### src/design/cau_pkg.sv
package cau_pkg;

   localparam int CAU_FRAC_BITS = 16;
   localparam int DW = 32;
   localparam int PW = 64;
   localparam int SW = PW + 1;
   localparam int QW = DW + 1;
   localparam int RW = PW + QW;

   typedef enum logic [1:0] {
      CMD_ADD,
      CMD_SUB,
      CMD_MUL,
      CMD_DIV
   } cmd_type;

   typedef enum logic [1:0] {
      ST_OK,
      ST_SAT,
      ST_DIV0
   } status_type;

   typedef struct packed {
      logic [DW-1:0] re;
      logic [DW-1:0] im;
      status_type    st;
   } result_type;

   typedef struct packed {
      cmd_type              cmd;
      logic signed [DW:0]   as_re;
      logic signed [DW:0]   as_im;
      logic signed [PW-1:0] p_rr;
      logic signed [PW-1:0] p_ii;
      logic signed [PW-1:0] p_ri;
      logic signed [PW-1:0] p_ir;
      logic [PW-1:0]        p_bb_r;
      logic [PW-1:0]        p_bb_i;
   } prod_type;

   typedef struct packed {
      cmd_type              cmd;
      result_type           pass;
      logic signed [SW-1:0] n_re;
      logic signed [SW-1:0] n_im;
      logic [PW-1:0]        den;
   } comb_type;

   typedef struct packed {
      cmd_type       cmd;
      result_type    pass;
      logic [RW-1:0] rem_re;
      logic [RW-1:0] rem_im;
      logic [QW-1:0] q_re;
      logic [QW-1:0] q_im;
      logic          neg_re;
      logic          neg_im;
      logic [PW-1:0] den;
      logic          zero;
   } dv_type;

   // {saturated, value}
   function automatic logic [DW:0] sat_to32(input logic [SW-1:0] v);
      logic fits;
      fits = (v[SW-1:DW-1] == '0) || (v[SW-1:DW-1] == '1);
      if (fits) begin
         return {1'b0, v[DW-1:0]};
      end
      return {1'b1, v[SW-1] ? 32'h8000_0000 : 32'h7fff_ffff};
   endfunction

endpackage

### src/design/cau_finish.sv
module cau_finish
   import cau_pkg::*;
(
   input  logic       clock,
   input  logic       reset,
   input  logic       in_valid,
   output logic       in_ready,
   input  dv_type     in_data,
   output logic       out_valid,
   input  logic       out_ready,
   output result_type out_data
);

   logic       valid_ff;
   result_type data_ff;
   result_type data_in;
   logic       sat_re;
   logic       sat_im;
   logic [DW-1:0] val_re;
   logic [DW-1:0] val_im;

   assign in_ready  = !valid_ff || out_ready;
   assign out_valid = valid_ff;
   assign out_data  = data_ff;

   always_comb begin
      sat_re = in_data.q_re[DW] ||
               (in_data.neg_re ? (in_data.q_re[DW-1:0] > 32'h8000_0000) : in_data.q_re[DW-1]);
      sat_im = in_data.q_im[DW] ||
               (in_data.neg_im ? (in_data.q_im[DW-1:0] > 32'h8000_0000) : in_data.q_im[DW-1]);
      if (sat_re) begin
         val_re = in_data.neg_re ? 32'h8000_0000 : 32'h7fff_ffff;
      end else begin
         val_re = in_data.neg_re ? (32'd0 - in_data.q_re[DW-1:0]) : in_data.q_re[DW-1:0];
      end
      if (sat_im) begin
         val_im = in_data.neg_im ? 32'h8000_0000 : 32'h7fff_ffff;
      end else begin
         val_im = in_data.neg_im ? (32'd0 - in_data.q_im[DW-1:0]) : in_data.q_im[DW-1:0];
      end
      if (in_data.cmd != CMD_DIV) begin
         data_in = in_data.pass;
      end else if (in_data.zero) begin
         data_in.re = '0;
         data_in.im = '0;
         data_in.st = ST_DIV0;
      end else begin
         data_in.re = val_re;
         data_in.im = val_im;
         data_in.st = (sat_re || sat_im) ? ST_SAT : ST_OK;
      end
   end

   always_ff @(posedge clock) begin
      if (reset) begin
         valid_ff <= 1'b0;
      end else if (in_ready) begin
         valid_ff <= in_valid;
      end
      if (in_ready) begin
         data_ff <= data_in;
      end
   end

endmodule

### config.mk
export PLATFORM = sky130hd
export DESIGN_NAME = cau_finish
export DESIGN_NICKNAME = d
export VERILOG_FILES = /design/src/design/cau_pkg.sv /design/src/design/cau_finish.sv
export SDC_FILE = /design/constraint.sdc
export NUM_CORES = 1
export LEC_CHECK = 0
export BUFFER_PORTS_ARGS = -buffer_cell sky130_fd_sc_hd__buf_2
export CORE_AREA = 2 2 182 184
export DETAILED_ROUTE_END_ITERATION = 6
export DIE_AREA = 0 0 184 186
export PLACE_DENSITY_LB_ADDON = 0.1
export SLEW_MARGIN = 40
export SYNTH_ARGS = -nofsm -noshare
export SYNTH_HDL_FRONTEND = slang
export SYNTH_SLANG_ARGS = --single-unit
### constraint.sdc
create_clock -name clock -period 5 [get_ports clock]
set_input_delay 0.5 -clock clock [delete_from_list [all_inputs] [get_ports clock]]
set_output_delay 0.5 -clock clock [all_outputs]
set_load 0.02 [all_outputs]
# Yosys cells after proc, flatten, opt, wreduce, memory -nomap -nowiden
# Index checks and enable logic that the tools add are counted.
[totals]
output_inout_bits = 68
inputBits = 399
ff_bits = 67
wordCells = 25
[op_classes]
eq_ne = 1
addsub = 2
mux = 11
reduce_logical = 5
magnitude_cmp = 2
[ops]
columns = ["cell", "n"]
rows = [
  ["$mux W32", 6],
  ["$mux W66", 2],
  ["$gt A32 B32 Y1 const B", 2],
  ["$sub A1 B32 Y32 const A", 2],
  ["$logic_or A1 B1 Y1", 4],
  ["$mux W1", 3],
  ["$ne A2 B2 Y1 const B", 1],
  ["$logic_not A1 Y1", 1],
]

# Depth between registers and ports, before layout
# Gate-level depths: netlist (run 1).
[logic_depth]
depth_word = 7
depth_mapped = 9
ltp_nobuf = 8

# Worst setup path before layout (run 1)
# Ideal clock, no wire load.
[synth_path]
path_type = "in2out"
startpoint = "in out_ready"
endpoint = "out in_ready"
setup_slack_ns = 2.223
t_arrival_ns = 2.277
n_path_buf = 0
stages = 1
t_required_ns = 4.500
cell_sequence = "nand2b_1"
[synth_between]
elab_chain_len = 1
[synth_lines]
columns = ["item", "line", "text"]
rows = [
  ["start: declaration", "cau_finish.sv:10", "input logic out_ready,"],
  ["$logic_or A1 B1 Y1", "cau_finish.sv:22", "assign in_ready = !valid_ff || out_ready;"],
  ["end: declaration", "cau_finish.sv:7", "output logic in_ready,"],
]
# No other way between the ends.

==> results.yml, run 1 <==
global_routing:
  grt_pass1_vias: 4726
  grt_max_degree: 41
  overflow: 0
  antenna_found_initial: 10
  gr-usage-all-layers_pct: 12.8
  grt_pass1_wl_microns: 31400
finish:
  area_growth_pct: 39.7
  nFillCells: 3634
  multi_input_area_sq_um: 2390
  drive_gt1_share_pct: 37.0
  post-route-util_pct: 19.6
  seqCellArea_sq_um: 2000
  stdcell_count: 1079
  design_area_sq_um: 6320
  design.final.nets: 1063
power:
  powerDensity_nw_per_um2: 275
  max-vdd-ir-drop_uv: 130
  power_leakage_nw: 2.52
  p_total_mw: 1.74
sta:
  worst_pin_slew_ns: 0.763
  tns_ns: 0
  whs_ns: 0.313
  slew_headroom_pct: 49.1
  maxSlewViolCount: 0
  hold_viol: 0
  rsz0062_at_grt: "no"
  skew_ns: 0.00891
  worst_slack_ns: 1.82
  period_needed_ns: 3.18
  fin_crit_sh_pct: 63.5
  fmax_mhz: 315
  setup_viol: 0
setup_path:
  r2r_start: "out_valid$_SDFFE_PP0P_"
  rrSetupSlack_ns: 3.29
  reg2reg_depth: 2
  cp_data_arrival_time_ns: 3.34
  critPathLaunchType: "input port"
  cp-end-kind: "flip-flop"
  worst_ep_required_time_ns: 5.16
  r2r-end: "out_data[2]$_DFFE_PP_"
  cp_max_fo: 14
  worstSetupPathType: "in2reg"
die:
  start_util_pct: 14.1
  core_area_sq_um: 32200
  die_y_microns: 186
  io_pins: 467
  die_w_microns: 184
  die-area_sq_um: 34200
  core.rowCount: 66
synthesis:
  yosys_warnings: 0
  async_reset_ff_share_pct: 0
  synth_most_common_cell: "edfxtp_1"
  synth_area_leader_cell: "edfxtp_1"
  syn_avg_cell_area_sq_um: 9.71
  synth_cell_type_count: 54
  netlist_instances: 466
  synthesis.nets: 867
  yosys-top-cells-area: "edfxtp_1 (44%), nand2_1 (5.0%), a22o_1 (4.6%), xnor2_1 (4.5%), xor2_1 (4.1%)"
  netlist_area_sq_um: 4530
  seq_area_frac_synth_pct: 44.2
  synthFlopType: "edfxtp_1"
  synth_edf_count: 66
  synth_common_cells: "edfxtp_1 (66), nand2_1 (60), o21ai_0 (34), nor3_1 (31), a22o_1 (24)"
  ys_seq_elements: 67
  synth_top_area_share_pct: 43.8
clocking:
  clockBufferDepth: 2
  htree_levels: 3
  clkSinkCount: 67
  post_cts_buffers: 0
  clkTransAtPathRegs_ns: 0.06
  cts-root-buf: "clkbuf_16"
  worstSkewPairLatency_ns: 0.34
  cts_tree: "yes"
  cts.repair.resized: 0
  hold_buffers: 0
  cts_buffers: 9
placement:
  dp.cells: 1059
  io_buffers: 208
  postPlaceCellArea_sq_um: 6040
  dpl.hpwl_microns: 17200
  dp_slack_ns: 1.43
  place.gp.congestion: 0.760
route:
  drt_iter0_markers: 242
  drt-total-wl_microns: 22000
  first_pass_iters: 4
  viasPerCell: 4.25
  drt.antenna.violating_nets: 0
  num_vias: 4589
  drcViolationCount: 0
  avgRoutedWirePerCell_microns: 20.4
worst_hold_path:
  hp-start: "reset"
  hold_depth: 2
  hold_path.class: "in2reg"
  holdPathEnd: "out_valid$_SDFFE_PP0P_"
outcome:
  outcome: "completed"
run:
  maxCapViolations: 0
-- critical path: stages --
cell and delay [ns]:
buf_2 0.13, or4_1 0.59, nand4bb_1 0.27, buf_4 0.23, nor3_1 0.49, a31o_2 0.47
nand2_1 0.34, o21ai_0 0.32
-- where the power goes --
part           internal [mW]  total (mW)  leakage [nW]  switching [mW]
clock                  0.348       0.620         0.131           0.272
sequential             0.682       0.698         0.709          0.0160
combinational          0.153       0.418          1.68           0.265
-- metal layers --
metal	wire length (microns)	vias to the layer above	GRT usage (%)
met1	9930	2119	16.4
met5	69	-	0
met2	8650	224	18.1
met4	217	12	2.94
li1	-	2214	-
met3	3110	20	7.98
-- registers in the layout (all words and copies together), names as in the netlist --
| signal | cells |
|---|---|
| out_data | 66 |
| out_valid | 1 |
-- layout make-up --
cell class                      count  share of cell area (%)
Inverter                            7                   0.416
Clock inverter                      5                   0.475
Multi-Input combinational cell    362                    37.9
Timing Repair Buffer              215                    17.5
Clock buffer                       11                    3.84
Antenna cell                        4                   0.158
Tap cell                          408                    8.07
Sequential cell                    67                    31.7
-- layout by cell type, fill, tap and decap left out, drive strengths merged, types with 2 or more instances in the layout --
master,instances
a221o,18
inv,7
nor3b,7
xor2,21
ha,2
nor2b,2
a31oi,8
buf,215
xnor2,23
nor4,3
nor2,22
nor3,31
o21ai,35
o41ai,9
or4,6
nand2,60
o221ai,5
mux2i,2
a31o,4
clkbuf,11
a22oi,2
or2,3
edfxtp,66
clkinv,3
o31a,2
nand2b,6
a22o,24
a21oi,24
clkinvlp,2
o31ai,12
o211ai,3
or3,6
nand3,7
diode,4
-- cells by family after synthesis --
logic type / Yosys count / share of synthesized area (%)
compound gates: 155 / 25.0
xor+xnor: 44 / 8.52
fa+ha+maj: 2 / 0.553
buf+inv: 37 / 3.29
flops: 67 / 44.2
mux: 2 / 0.442
simple gates: 159 / 17.9
-- worst max path at each step --
stage	start	endpoint	slack, ns	cells past startpoint
5_1_grt	in_data[72]	out_data[4]$_DFFE_PP_	1.52	7
2_1_floorplan	out_ready	in_ready	2.22	1
3_5_place_dp	in_data[78]	out_data[11]$_DFFE_PP_	1.43	8
6_report	in_data[78]	out_data[11]$_DFFE_PP_	1.82	8
4_1_cts	in_data[78]	out_data[11]$_DFFE_PP_	1.77	8
3_3_place_gp	in_data[78]	out_data[4]$_DFFE_PP_	1.41	8
Power figures use the tool's default switching activity.
==> run 2: changes to the inputs <==
--- a/config.mk
+++ b/config.mk
@@ -6,9 +6,9 @@
 export NUM_CORES = 1
 export LEC_CHECK = 0
 export BUFFER_PORTS_ARGS = -buffer_cell sky130_fd_sc_hd__buf_2
-export CORE_AREA = 2 2 182 184
+export CORE_AREA = 2 2 183 185
 export DETAILED_ROUTE_END_ITERATION = 6
-export DIE_AREA = 0 0 184 186
+export DIE_AREA = 0 0 185 187
 export PLACE_DENSITY_LB_ADDON = 0.1
 export SLEW_MARGIN = 40
 export SYNTH_ARGS = -nofsm -noshare
==> constraint.sdc (replaced) <==
create_clock -name clock -period 3.19 [get_ports clock]
set_input_delay 0.319 -clock clock [delete_from_list [all_inputs] [get_ports clock]]
set_output_delay 0.319 -clock clock [all_outputs]
set_load 0.02 [all_outputs]
==> results.yml, run 2 (synthesized netlist as in run 1, its figures left out) <==
outcome:
  outcome: "completed"
power:
  powerDensity_nw_per_um2: 436
  max-vdd-ir-drop_uv: 260
  power_leakage_nw: 2.62
  p_total_mw: 2.84
clocking:
  clkSinkCount: 67
  cts-root-buf: "clkbuf_16"
  hold_buffers: 0
  cts_tree: "yes"
  clockBufferDepth: 2
  post_cts_buffers: 0
  htree_levels: 3
  cts_buffers: 9
  worstSkewPairLatency_ns: 0.36
  clkTransAtPathRegs_ns: 0.06
  cts.repair.resized: 0
sta:
  maxSlewViolCount: 0
  whs_ns: 0.108
  worst_pin_slew_ns: 0.755
  tns_ns: 0
  hold_viol: 0
  fin_crit_sh_pct: 85.3
  fmax_mhz: 368
  setup_viol: 0
  period_needed_ns: 2.72
  worst_slack_ns: 0.470
  rsz0062_at_grt: "no"
  slew_headroom_pct: 49.3
  skew_ns: 0.00553
setup_path:
  cp-end-kind: "flip-flop"
  cp_data_arrival_time_ns: 2.88
  cp_max_fo: 13
  r2r_start: "out_valid$_SDFFE_PP0P_"
  crit_end: "out_data[3]$_DFFE_PP_"
  worstSetupPathType: "in2reg"
  r2r-end: "out_data[45]$_DFFE_PP_"
  setup.worst_path.start: "in_data[88]"
  worst_ep_required_time_ns: 3.35
  reg2reg_depth: 2
  critPathLaunchType: "input port"
  rrSetupSlack_ns: 1.74
finish:
  final_common_cell: "buf_2"
  layout_common_cells: "buf_2 (208), edfxtp_1 (66), nand2_1 (59)"
  area_growth_pct: 43.9
  largest_reg_flops: 66
  drive_gt1_share_pct: 37.9
  design.final.nets: 1077
die:
  core_area_sq_um: 32900
  die-area_sq_um: 34600
  die_w_microns: 185
  core.rowCount: 67
  io_pins: 467
  die_y_microns: 187
  start_util_pct: 13.8
placement:
  io_buffers: 208
  place.gp.congestion: 0.795
  dp_slack_ns: 0.0792
  dpl.hpwl_microns: 16600
route:
  avgRoutedWirePerCell_microns: 18.8
  viasPerCell: 4.15
  drt-total-wl_microns: 21300
  first_pass_iters: 4
  drt.antenna.violating_nets: 0
  num_vias: 4701
  drcViolationCount: 0
  drt_iter0_markers: 224
worst_hold_path:
  hold_path.class: "in2reg"
  hold_depth: 2
global_routing:
  antenna_found_initial: 11
  gr-usage-all-layers_pct: 12.2
  grt_pass1_vias: 4730
  grt_pass1_wl_microns: 30600
  overflow: 0
  grt_max_degree: 74
run:
  maxCapViolations: 0
## run 2: power breakdown
group | switching (mW) | leakage [nW] | internal (mW)
logic | 0.406 | 1.76 | 0.245
clock network | 0.443 | 0.147 | 0.649
registers | 0.0240 | 0.709 | 1.07
## run 2: cell type report
type	count	area [sq um]
sequential	67	2000
tap	448	561
antenna	5	12.5
multi-input combinational	362	2380
fill	3707	26300
clock buffer	14	264
clock inverter	2	35.0
inverter	7	26.3
timing repair buffer	229	1230
## run 2: worst min-delay path by stage
stage,to,start
finish,out_valid$_SDFFE_PP0P_,reset
global placement,out_valid$_SDFFE_PP0P_,reset
CTS,out_valid$_SDFFE_PP0P_,reset
detailed placement,out_valid$_SDFFE_PP0P_,reset
global route,out_valid$_SDFFE_PP0P_,reset
floorplan,out_valid$_SDFFE_PP0P_,reset
## run 2: routing by layer
layer / up-vias / track usage [%] / wire length [microns]
li1: 2241 / - / -
met1: 2198 / 15.7 / 9840
met2: 219 / 17.2 / 8440
met3: 31 / 6.17 / 2530
met4: 12 / 4.55 / 442
met5: - / 0 / 80
## run 2: stage by stage
step | utilization (%) | cells | instance area (sq um)
after detailed placement | 18.9 | 1113 | 6200
after CTS | 19.8 | 1129 | 6500
after global placement | 18.9 | 1113 | 6200
after floorplan | - | 466 | 4530
final | 19.8 | 1134 | 6510
after global routing | 19.8 | 1130 | 6500
## run 2: critical path: stages
cell,delay (ns)
buf_2,0.12
or4_4,0.55
or4_1,0.58
nor4_4,0.23
a31o_2,0.41
nand2_1,0.34
o221ai_1,0.34
